<file path="config.mk">
export PLATFORM = sky130hd
export DESIGN_NAME = skid_steer_mixer_top
export DESIGN_NICKNAME = d
export VERILOG_FILES = /design/src/hw/rtl/ssm_pkg.sv /design/src/hw/rtl/ssm_ctrl.sv /design/src/hw/rtl/ssm_dpath.sv /design/src/hw/rtl/skid_steer_mixer_top.sv
export SDC_FILE = /design/constraint.sdc
export NUM_CORES = 1
export LEC_CHECK = 0
export BUFFER_PORTS_ARGS = -buffer_cell sky130_fd_sc_hd__buf_2
export CORE_UTILIZATION = 55
export CTS_CLUSTER_SIZE = 30
export DETAILED_ROUTE_END_ITERATION = 8
export HOLD_SLACK_MARGIN = 0.08
export PLACE_DENSITY = 0.73
export SKIP_LAST_GASP = 1
export SLEW_MARGIN = 20
export SYNTH_ARGS = -nofsm -noshare
export SYNTH_HDL_FRONTEND = slang
export SYNTH_SLANG_ARGS = --single-unit
</file>
<file path="constraint.sdc">
create_clock -name aclk -period 5.7 [get_ports aclk]
set_input_delay 0.855 -clock aclk [delete_from_list [all_inputs] [get_ports aclk]]
set_output_delay 0.855 -clock aclk [all_outputs]
set_load 0.02 [all_outputs]
</file>
<file path="src/hw/rtl/ssm_pkg.sv">
// shared widths, codes and control types for the skid-steer mixer
package ssm_pkg;

    localparam int CMD_W          = 9;    // throttle and steering width
    localparam int MAG_W          = 10;   // magnitude of a sum of two commands
    localparam int DUTY_W         = 8;
    localparam int TOL_W          = 8;
    localparam int S_TDATA_W      = 24;
    localparam int M_TDATA_W      = 24;
    localparam int FULL_SCALE_DEF = 255;

    localparam logic [TOL_W-1:0]  TOL_RESET = 8'd15;
    localparam logic [DUTY_W-1:0] DUTY_MAX  = 8'hFF;
    localparam logic              DIR_FWD   = 1'b1;

    typedef enum logic [2:0] {
        ST_IDLE,
        ST_MULT,
        ST_INIT,
        ST_DIV,
        ST_DONE
    } state_t;

    typedef struct packed {
        logic load;     // take the input word
        logic mult;     // form duty * full scale
        logic init;     // seed the dividers
        logic step;     // one quotient bit
        logic finish;   // write the output register
    } cmd_t;

    typedef struct packed {
        logic need_scale;
        logic div_last;
        logic out_free;
    } status_t;

endpackage

</file>
<file path="src/hw/rtl/ssm_ctrl.sv">
// controller state machine for the skid-steer mixer
module ssm_ctrl (
    input  logic             aclk,
    input  logic             aresetn,
    input  logic             s_tvalid,
    output logic             s_tready,
    input  ssm_pkg::status_t status,
    output ssm_pkg::cmd_t    cmd
);

    ssm_pkg::state_t state_reg;
    ssm_pkg::state_t state_next;

    always_ff @(posedge aclk) begin
        if (!aresetn) begin
            state_reg <= ssm_pkg::ST_IDLE;
        end else begin
            state_reg <= state_next;
        end
    end

    always_comb begin
        state_next = state_reg;
        case (state_reg)
            ssm_pkg::ST_IDLE: begin
                if (s_tvalid) begin
                    state_next = ssm_pkg::ST_MULT;
                end
            end
            ssm_pkg::ST_MULT: begin
                state_next = status.need_scale ? ssm_pkg::ST_INIT : ssm_pkg::ST_DONE;
            end
            ssm_pkg::ST_INIT: begin
                state_next = ssm_pkg::ST_DIV;
            end
            ssm_pkg::ST_DIV: begin
                if (status.div_last) begin
                    state_next = ssm_pkg::ST_DONE;
                end
            end
            ssm_pkg::ST_DONE: begin
                if (status.out_free) begin
                    state_next = ssm_pkg::ST_IDLE;
                end
            end
            default: begin
                state_next = ssm_pkg::ST_IDLE;
            end
        endcase
    end

    always_comb begin
        cmd      = '0;
        s_tready = 1'b0;
        case (state_reg)
            ssm_pkg::ST_IDLE: begin
                s_tready = 1'b1;
                cmd.load = s_tvalid;
            end
            ssm_pkg::ST_MULT: begin
                cmd.mult = 1'b1;
            end
            ssm_pkg::ST_INIT: begin
                cmd.init = 1'b1;
            end
            ssm_pkg::ST_DIV: begin
                cmd.step = 1'b1;
            end
            ssm_pkg::ST_DONE: begin
                cmd.finish = status.out_free;
            end
            default: begin
                cmd = '0;
            end
        endcase
    end

endmodule

</file>
<file path="src/hw/rtl/ssm_dpath.sv">
// datapath: direction logic, mixing, two bit-serial dividers and output register
module ssm_dpath #(
    parameter int FULL_SCALE = ssm_pkg::FULL_SCALE_DEF
) (
    input  logic                            aclk,
    input  logic                            aresetn,
    input  logic [ssm_pkg::S_TDATA_W-1:0]   s_tdata,
    input  logic                            cfg_valid,
    input  logic [ssm_pkg::TOL_W-1:0]       cfg_data,
    input  ssm_pkg::cmd_t                   cmd,
    output ssm_pkg::status_t                status,
    output logic                            m_tvalid,
    input  logic                            m_tready,
    output logic [ssm_pkg::M_TDATA_W-1:0]   m_tdata
);

    localparam int FSW = $clog2(FULL_SCALE + 1);
    localparam int PW  = ssm_pkg::MAG_W + FSW;
    localparam int CW  = $clog2(FSW);
    localparam int MW  = ssm_pkg::MAG_W;
    localparam int DW  = ssm_pkg::DUTY_W;

    logic signed [ssm_pkg::CMD_W-1:0] thr;
    logic signed [ssm_pkg::CMD_W-1:0] str;
    logic signed [MW-1:0]             sum;
    logic signed [MW-1:0]             dif;
    logic [ssm_pkg::CMD_W-1:0]        thr_mag;
    logic [MW-1:0]                    lmag_next;
    logic [MW-1:0]                    rmag_next;
    logic                             neutral;
    logic                             ldir_next;
    logic                             rdir_next;

    logic [ssm_pkg::TOL_W-1:0] tol_reg;
    logic                      last_l_reg;
    logic                      last_r_reg;
    logic                      ldir_reg;
    logic                      rdir_reg;
    logic                      lstop_reg;
    logic                      rstop_reg;
    logic [MW-1:0]             lmag_reg;
    logic [MW-1:0]             rmag_reg;
    logic [MW-1:0]             mx_reg;
    logic                      scale_reg;
    logic [PW-1:0]             lprod_reg;
    logic [PW-1:0]             rprod_reg;
    logic [MW-1:0]             lrem_reg;
    logic [MW-1:0]             rrem_reg;
    logic [FSW-1:0]            lq_reg;
    logic [FSW-1:0]            rq_reg;
    logic [CW-1:0]             cnt_reg;
    logic                      m_valid_reg;
    logic [ssm_pkg::M_TDATA_W-1:0] m_data_reg;

    logic [MW:0]    ltrial;
    logic [MW:0]    rtrial;
    logic [MW:0]    ldiff;
    logic [MW:0]    rdiff;
    logic           lge;
    logic           rge;
    logic [MW-1:0]  lrem_next;
    logic [MW-1:0]  rrem_next;
    logic [PW-1:0]  lval;
    logic [PW-1:0]  rval;
    logic [DW-1:0]  lduty;
    logic [DW-1:0]  rduty;

    assign thr = s_tdata[ssm_pkg::CMD_W-1:0];
    assign str = s_tdata[2*ssm_pkg::CMD_W-1:ssm_pkg::CMD_W];
    assign sum = MW'(thr) + MW'(str);
    assign dif = MW'(thr) - MW'(str);
    assign thr_mag   = thr[ssm_pkg::CMD_W-1] ? ssm_pkg::CMD_W'(-thr) : ssm_pkg::CMD_W'(thr);
    assign lmag_next = sum[MW-1] ? MW'(-sum) : MW'(sum);
    assign rmag_next = dif[MW-1] ? MW'(-dif) : MW'(dif);
    assign neutral   = thr_mag <= ssm_pkg::CMD_W'(tol_reg);
    // point turn in neutral, otherwise throttle sign on both sides
    assign ldir_next = neutral ? ~str[ssm_pkg::CMD_W-1] : ~thr[ssm_pkg::CMD_W-1];
    assign rdir_next = neutral ? str[ssm_pkg::CMD_W-1]  : ~thr[ssm_pkg::CMD_W-1];

    always_ff @(posedge aclk) begin
        if (!aresetn) begin
            tol_reg    <= ssm_pkg::TOL_RESET;
            last_l_reg <= ssm_pkg::DIR_FWD;
            last_r_reg <= ssm_pkg::DIR_FWD;
        end else begin
            if (cfg_valid) begin
                tol_reg <= cfg_data;
            end
            if (cmd.load) begin
                last_l_reg <= ldir_next;
                last_r_reg <= rdir_next;
            end
        end
    end

    always_ff @(posedge aclk) begin
        if (cmd.load) begin
            ldir_reg  <= ldir_next;
            rdir_reg  <= rdir_next;
            lstop_reg <= ldir_next ^ last_l_reg;
            rstop_reg <= rdir_next ^ last_r_reg;
            lmag_reg  <= lmag_next;
            rmag_reg  <= rmag_next;
            mx_reg    <= (lmag_next > rmag_next) ? lmag_next : rmag_next;
            scale_reg <= PW'((lmag_next > rmag_next) ? lmag_next : rmag_next)
                         > PW'(FULL_SCALE);
        end
        if (cmd.mult) begin
            lprod_reg <= PW'(lmag_reg) * PW'(FULL_SCALE);
            rprod_reg <= PW'(rmag_reg) * PW'(FULL_SCALE);
        end
    end

    // restoring division; the quotient fits in FSW bits since it never exceeds full scale
    assign ltrial = {lrem_reg, lq_reg[FSW-1]};
    assign rtrial = {rrem_reg, rq_reg[FSW-1]};
    assign ldiff  = ltrial - (MW+1)'(mx_reg);
    assign rdiff  = rtrial - (MW+1)'(mx_reg);
    assign lge    = ltrial >= (MW+1)'(mx_reg);
    assign rge    = rtrial >= (MW+1)'(mx_reg);
    assign lrem_next = lge ? ldiff[MW-1:0] : ltrial[MW-1:0];
    assign rrem_next = rge ? rdiff[MW-1:0] : rtrial[MW-1:0];

    always_ff @(posedge aclk) begin
        if (cmd.init) begin
            lrem_reg <= lprod_reg[PW-1:FSW];
            rrem_reg <= rprod_reg[PW-1:FSW];
            lq_reg   <= lprod_reg[FSW-1:0];
            rq_reg   <= rprod_reg[FSW-1:0];
            cnt_reg  <= '0;
        end else if (cmd.step) begin
            lrem_reg <= lrem_next;
            rrem_reg <= rrem_next;
            lq_reg   <= {lq_reg[FSW-2:0], lge};
            rq_reg   <= {rq_reg[FSW-2:0], rge};
            cnt_reg  <= cnt_reg + CW'(1);
        end
    end

    assign lval  = scale_reg ? PW'(lq_reg) : PW'(lmag_reg);
    assign rval  = scale_reg ? PW'(rq_reg) : PW'(rmag_reg);
    assign lduty = (lval > PW'(ssm_pkg::DUTY_MAX)) ? ssm_pkg::DUTY_MAX : lval[DW-1:0];
    assign rduty = (rval > PW'(ssm_pkg::DUTY_MAX)) ? ssm_pkg::DUTY_MAX : rval[DW-1:0];

    always_ff @(posedge aclk) begin
        if (!aresetn) begin
            m_valid_reg <= 1'b0;
        end else if (cmd.finish) begin
            m_valid_reg <= 1'b1;
        end else if (m_tready) begin
            m_valid_reg <= 1'b0;
        end
    end

    always_ff @(posedge aclk) begin
        if (cmd.finish) begin
            m_data_reg <= {4'b0, rstop_reg, rduty, rdir_reg, lstop_reg, lduty, ldir_reg};
        end
    end

    assign status.need_scale = scale_reg;
    assign status.div_last   = cnt_reg == CW'(FSW - 1);
    assign status.out_free   = !m_valid_reg || m_tready;

    assign m_tvalid = m_valid_reg;
    assign m_tdata  = m_data_reg;

endmodule

</file>
<file path="src/hw/rtl/skid_steer_mixer_top.sv">
// skid-steer mixer: an accepted word is loaded; its result enters the output register without
// division when no scaling is needed, or after the two bit-serial dividers, one quotient bit per
// cycle, when the larger magnitude exceeds full scale (FSW, the bit width of FULL_SCALE, quotient
// bits). A result enters only once the register is free or m_tready is high; the next word is
// accepted after that, even while the previous result waits in the output register.
// aresetn is synchronous, active low: tolerance returns to 15, both stored directions to forward.
module skid_steer_mixer_top #(
    parameter int FULL_SCALE = ssm_pkg::FULL_SCALE_DEF
) (
    input  logic                          aclk,
    input  logic                          aresetn,
    input  logic                          s_tvalid,
    output logic                          s_tready,
    // throttle [8:0], steering [17:9]
    input  logic [ssm_pkg::S_TDATA_W-1:0] s_tdata,
    output logic                          m_tvalid,
    input  logic                          m_tready,
    // left_forward [0], left_duty [8:1], left_stop_first [9],
    // right_forward [10], right_duty [18:11], right_stop_first [19]
    output logic [ssm_pkg::M_TDATA_W-1:0] m_tdata,
    input  logic                          cfg_valid,
    output logic                          cfg_ready,
    // neutral_tolerance
    input  logic [ssm_pkg::TOL_W-1:0]     cfg_data
);

    ssm_pkg::cmd_t    cmd;
    ssm_pkg::status_t status;

    assign cfg_ready = 1'b1;

    ssm_ctrl u_ctrl (
        .aclk     (aclk),
        .aresetn  (aresetn),
        .s_tvalid (s_tvalid),
        .s_tready (s_tready),
        .status   (status),
        .cmd      (cmd)
    );

    ssm_dpath #(
        .FULL_SCALE (FULL_SCALE)
    ) u_dpath (
        .aclk      (aclk),
        .aresetn   (aresetn),
        .s_tdata   (s_tdata),
        .cfg_valid (cfg_valid),
        .cfg_data  (cfg_data),
        .cmd       (cmd),
        .status    (status),
        .m_tvalid  (m_tvalid),
        .m_tready  (m_tready),
        .m_tdata   (m_tdata)
    );

endmodule
</file>
==> results.yml, run 1 <==
status:
  status: "completed"
clocking:
  postCtsSetupBuffers: 0
  ctsHoldBuffers: 0
  cts_buffers: 17
  root_buffer: "clkbuf_16"
  clock_sinks: 141
  clkTransAtPathRegs_ns: 0.06
  cts_tree: "built"
  clk_path_buf_depth: 2
  cts_max_level: 4
  ctsResizeCount: 0
  clock_latency_ns: 0.42
die:
  coreArea_sq_um: 21100
  io_pins: 64
  initial_core_util: 0.562
  rows: 53
  dieArea_sq_um: 22100
  die_w_microns: 149
  dieHeight_microns: 149
route:
  viasPerCell: 5.53
  routed_wl_mm: 24.8
  initialDrtViolationCount: 559
  drc_errors: 0
  final_antenna_net_count: 0
  via_count: 8226
  drt_pass1_iterations: 5
  wire_per_inst_microns: 16.7
global_route:
  grt_pass1_wl_mm: 40.3
  grt_usage: 0.238
  grt_max_degree: 37
  first_global_vias: 8167
  grt-ovfl-total: 0
  grt_antenna_before_repair: 0
sta:
  fmax_mhz: 191
  setup_tns_ns: 0
  tightest_slew_ns: 0.764
  rsz0062_at_grt: "false"
  setup_viol_count_final: 0
  skew_ns: 0.00992
  final_max_slew_viol_count: 0
  fin_crit_sh: 0.921
  fin_crit_ns: 5.25
  hold_viol_final: 0
  relSlewSlack: 0.482
flow_run:
  drv_cap: 0
synth:
  synth_area_leader_cell: "edfxtp_1"
  yosys-top-cells-count: "inv_1 (203), ha_1 (135), edfxtp_1 (124)"
  synth-edff-count: 124
  yosys_warnings: 0
  synth_area_leaders: "edfxtp_1 (31%), ha_1 (14%), fa_1 (14%)"
  synth_area_per_cell_sq_um: 10.4
  dominantRegCellSynth: "edfxtp_1"
  yosysSeqAreaShare: 0.343
  synth_top_area_share: 0.314
  netlist_area_sq_um: 11800
  synth_most_common_cell: "inv_1"
  async_flop_share: 0
  synth-seq-cells: 141
  synthCells: 1143
  synth_cell_types: 65
place:
  gp_congestion: 0.854
  numPortBuffers: 52
  hpwl_mm: 19.4
layout:
  area_growth_pct: 10.0
  drive_gt1_frac: 0.0998
  n_fill_cell: 1732
  layout.nets: 1455
  antenna_cells: 0
  largest_register_ffs: 20
worst_hold_path:
  worstHoldPathType: "reg -> reg"
  hold_start: "u_dpath.ldir_reg$_DFFE_PP_"
  holdPathStages: 0
  hold_path_end: "u_dpath.m_tdata[0]$_DFFE_PP_"
critical_path:
  worst-path-max-fanout: 6
  worstRegToRegCells: 15
  cp_cell_sequence: "fa_1 > inv_1 > fa_1 > inv_1 > fa_1 > fa_1 > ha_1 > a21boi_0 > o21ai_0 > a21oi_1 > o2111ai_1 > nand3_1 > or4_1 > a2111o_1 > o211ai_1"
  critPathTopFamily: "adder cells"
  slowest_delay_ns: 0.66
  r2r_start: "u_dpath.lmag_reg[3]$_DFFE_PP_"
  endpoint_kind: "flop"
  r2r_end: "u_dpath.lprod_reg[17]$_DFFE_PN_"
  ff2ff_setup_slack_ns: 0.45
  startpoint_type: "flop"
  crit_buf_inv: 2
  cp_slowest_cell: "fa_1"
  crit_type: "reg -> reg"
  cp.required_ns: 5.96
  arrival_ns: 5.51
  path_common_cell: "fa_1"
==> worst max-delay path by stage <==
stage | startpoint | endpoint | slack [ns] | cells after the start
floorplan | u_dpath.lmag_reg[3]$_DFFE_PP_ | u_dpath.lprod_reg[17]$_DFFE_PN_ | 0.93 | 15
global placement | u_dpath.lmag_reg[3]$_DFFE_PP_ | u_dpath.lprod_reg[17]$_DFFE_PN_ | 0.60 | 15
detailed placement | u_dpath.rmag_reg[3]$_DFFE_PP_ | u_dpath.rprod_reg[17]$_DFFE_PN_ | 0.55 | 15
CTS | u_dpath.lmag_reg[3]$_DFFE_PP_ | u_dpath.lprod_reg[17]$_DFFE_PN_ | 0.46 | 15
global route | u_dpath.mx_reg[0]$_DFFE_PP_ | u_dpath.lprod_reg[16]$_DFFE_PN_ | 0.20 | 18
finish | u_dpath.lmag_reg[3]$_DFFE_PP_ | u_dpath.lprod_reg[17]$_DFFE_PN_ | 0.45 | 15
==> routing by layer <==
layer  up-vias  global-route usage  share of wire
met1      3973               0.318           0.45
li1       3998                   -              -
met4         0              0.0811          0.024
met2       211               0.386           0.47
met5         -                   0              0
met3        44              0.0483          0.052
==> per-stage QoR <==
step	hold slack, ns	setup slack (ns)	cells	instance area, sq um	utilization
2_1_floorplan	0.400	0.934	1146	11900	-
3_3_place_gp	0.407	0.603	1454	12400	0.588
3_5_place_dp	0.409	0.552	1455	12400	0.589
4_1_cts	0.424	0.457	1487	13000	0.618
5_1_grt	0.430	0.204	1487	13000	0.618
6_report	0.422	0.453	1487	13000	0.618
==> placed cells by master, fill, tap and decap left out, drive strengths merged, types with 16 or more instances in the layout <==
| master | count |
|---|---|
| nand2b | 16 |
| nand3 | 18 |
| xnor2 | 53 |
| nor3 | 37 |
| buf | 61 |
| mux2 | 16 |
| inv | 210 |
| ha | 135 |
| a21o | 16 |
| edfxtp | 124 |
| dfxtp | 17 |
| nor2b | 19 |
| mux2i | 26 |
| nor2 | 66 |
| nand2 | 52 |
| o21ai | 48 |
| fa | 84 |
| clkbuf | 23 |
| a21oi | 62 |
| xor2 | 18 |
==> kinds of logic after synthesis <==
logic type,count (synthesis),share of synthesized area
muxes,42,0.0372
DFF,141,0.343
xor gates and xnor gates,71,0.0531
and+or+nand+nor,248,0.103
AOI/OAI and AO/OA,189,0.103
buffers and inverters,231,0.0754
other,2,0.000634
adders and majority gates,219,0.285
==> final cells by class <==
type,count,area [sq um],share of cell area
repair buffers,61,348,0.0267
clock buffers,23,533,0.0409
well taps,275,344,0.0264
flip-flops and latches,141,4060,0.312
clock inverters,9,66.3,0.00509
multi-input cells,774,6910,0.530
inverters,204,766,0.0588
Power of run 1 is not shown: default switching activity piles up to over one toggle a cycle in this logic, so the estimate is an artifact.
==> run 2: changes to the inputs <==
--- a/config.mk
+++ b/config.mk
@@ -10,9 +10,10 @@
 export CTS_CLUSTER_SIZE = 30
 export DETAILED_ROUTE_END_ITERATION = 8
 export HOLD_SLACK_MARGIN = 0.08
-export PLACE_DENSITY = 0.73
+export PLACE_DENSITY = 0.76
 export SKIP_LAST_GASP = 1
 export SLEW_MARGIN = 20
 export SYNTH_ARGS = -nofsm -noshare
 export SYNTH_HDL_FRONTEND = slang
+export SYNTH_HIERARCHICAL = 1
 export SYNTH_SLANG_ARGS = --single-unit
==> constraint.sdc (replaced) <==
create_clock -name aclk -period 4.5 [get_ports aclk]
set_input_delay 0.675 -clock aclk [delete_from_list [all_inputs] [get_ports aclk]]
set_output_delay 0.675 -clock aclk [all_outputs]
set_load 0.02 [all_outputs]
==> run 2 against run 1 <==
The run now ends with negative setup slack left. Worst setup slack lost 0.55 ns. Via count grew 5.1%. Register-to-register slack lost 0.55 ns. Die area grew 1.0%. Global-route usage grew 0.50 points. Critical path depth grew 1. Synthesized area grew 1.0%. Design area grew 9.2%. Cell count grew 7.8%. Clock-buffer cell count shrank 4. Utilization grew 5.5 points.
==> results.yml, run 2 <==
status:
  status: "finished, violations left"
  violations: "negative setup slack"
clocking:
  clock_latency_ns: 0.42
  ctsHoldBuffers: 0
  clock_sinks: 141
  cts_max_level: 4
  clkTransAtPathRegs_ns: 0.06
  root_buffer: "clkbuf_16"
  cts_tree: "built"
  clk_path_buf_depth: 2
  cts_buffers: 17
sta:
  hold_viol_final: 0
  relSlewSlack: 0.351
  final_max_slew_viol_count: 0
  setup_tns_ns: -0.271
  fin_crit_ns: 4.59
  fin_crit_sh: 1.02
  skew_ns: 0.0136
  rsz0062_at_grt: "true"
  tightest_slew_ns: 0.973
  fmax_mhz: 218
  timing.final.ws_setup_ns: -0.0936
  setup_viol_count_final: 4
synth:
  synth_most_common_cell: "inv_1"
  yosys-top-cells-count: "inv_1 (209), ha_1 (135), edfxtp_1 (124)"
  synth_area_leader_cell: "edfxtp_1"
  netlist_area_sq_um: 12000
  synth-seq-cells: 141
  synth_area_leaders: "edfxtp_1 (31%), ha_1 (14%), fa_1 (14%)"
  dominantRegCellSynth: "edfxtp_1"
  yosysSeqAreaShare: 0.340
  synth-edff-count: 124
  synth_cell_types: 73
  synth_top_area_share: 0.311
  synth_area_per_cell_sq_um: 10.4
  async_flop_share: 0
  yosys_warnings: 6
  synthCells: 1151
critical_path:
  critical_path_depth: 16
  slowest_delay_ns: 0.63
  worstRegToRegCells: 16
  crit_type: "reg -> reg"
  critPathTopFamily: "adder cells"
  startpoint_type: "flop"
  cp.required_ns: 4.65
  worst-path-max-fanout: 3
  r2r_start: "u_dpath/lmag_reg[0]$_DFFE_PP_"
  arrival_ns: 4.75
  startpoint: "u_dpath/lmag_reg[0]$_DFFE_PP_"
  cp_cell_sequence: "buf_6 > fa_1 > inv_2 > fa_1 > inv_1 > fa_1 > fa_1 > ha_4 > buf_4 > a21oi_2 > o21ai_2 > a211oi_2 > o21ai_2 > a31o_2 > a21oi_2 > xnor2_1"
  cp_slowest_cell: "fa_1"
  endpoint_kind: "flop"
  crit_buf_inv: 4
  path_common_cell: "fa_1"
die:
  io_pins: 64
  dieHeight_microns: 149
  die_w_microns: 149
  rows: 53
  coreArea_sq_um: 21200
  initial_core_util: 0.566
  dieArea_sq_um: 22300
route:
  via_count: 8645
  viasPerCell: 5.39
  initialDrtViolationCount: 492
  final_antenna_net_count: 0
  routed_wl_mm: 25.7
  wire_per_inst_microns: 16.0
  drc_errors: 0
  drt_pass1_iterations: 5
worst_hold_path:
  hold_start: "u_dpath/rdir_reg$_DFFE_PP_"
  holdPathStages: 0
  worstHoldPathType: "reg -> reg"
place:
  numPortBuffers: 52
  hpwl_mm: 19.2
  placed_area_sq_um: 13200
  gp_congestion: 0.910
layout:
  layout_common_cells: "inv_1 (206), ha_1 (127), edfxtp_1 (124)"
  antenna_cells: 0
  n_fill_cell: 1546
  layout_commonest_cell: "inv_1"
  largest_register_ffs: 20
  register_area_sq_um: 4060
  area_growth_pct: 18.9
  drive_gt1_frac: 0.221
  layout.nets: 1571
  multi_input_area_sq_um: 7250
  finalInstanceArea_sq_um: 14200
global_route:
  grt_pass1_wl_mm: 42.4
  grt-ovfl-total: 0
  grt_max_degree: 86
  grt_usage: 0.243
  first_global_vias: 8905
  grt_antenna_before_repair: 0
flow_run:
  drv_cap: 0
[run 2: kinds of logic after synthesis]
family,after synthesis,share of synthesized area
adder cells (fa/ha/maj),219,0.282
AND/OR/NAND/NOR,262,0.112
AO/OA/AOI/OAI,191,0.107
buffers and inverters,238,0.0779
XOR/XNOR,70,0.0538
flip-flops,141,0.340
multiplexers,28,0.0279
other,2,0.000628
[run 2: metrics by stage]
| stage | instances | utilization | hold slack [ns] | worst slack [ns] |
|---|---|---|---|---|
| floorplan | 1154 | - | 0.400 | -0.000566 |
| global placement | 1554 | 0.626 | 0.406 | -0.220 |
| detailed placement | 1554 | 0.626 | 0.406 | -0.249 |
| CTS | 1591 | 0.659 | 0.422 | -0.0456 |
| global route | 1603 | 0.673 | 0.416 | -0.240 |
| finish | 1603 | 0.673 | 0.419 | -0.0936 |
[run 2: worst paths after layout]
| path | end | slack [ns] |
|---|---|---|
| worst max-delay path | u_dpath/lprod_reg[16]$_DFFE_PP_ | -0.09 |
| worst min-delay path | u_dpath/m_tdata[10]$_DFFE_PP_ | 0.42 |
| worst max register to register | u_dpath/lprod_reg[16]$_DFFE_PP_ | -0.09 |
| worst min register to register | u_dpath/m_tdata[10]$_DFFE_PP_ | 0.42 |
[run 2: what timing repair did]
item,CTS,global route
resized for setup,26,43
endpoints found under the hold margin,0,0
pin swaps,24,29
setup buffers,5,11
endpoints found under the setup margin,7,15
[run 2: metal layers]
layer	vias up	share of wire	GRT usage
met1	4146	0.45	0.306
met3	40	0.031	0.0305
met4	0	0.023	0.0806
met2	202	0.50	0.430
li1	4257	-	-
met5	-	0	0
[run 2: area by class of cell]
type | instances | share of cell area
well taps | 275 | 0.0242
flip-flops and latches | 141 | 0.286
multi-input cells | 775 | 0.510
inverters | 210 | 0.0554
clock inverters | 13 | 0.00994
clock buffers | 19 | 0.0304
repair buffers | 170 | 0.0847
Power of run 2 is left out for the same reason.
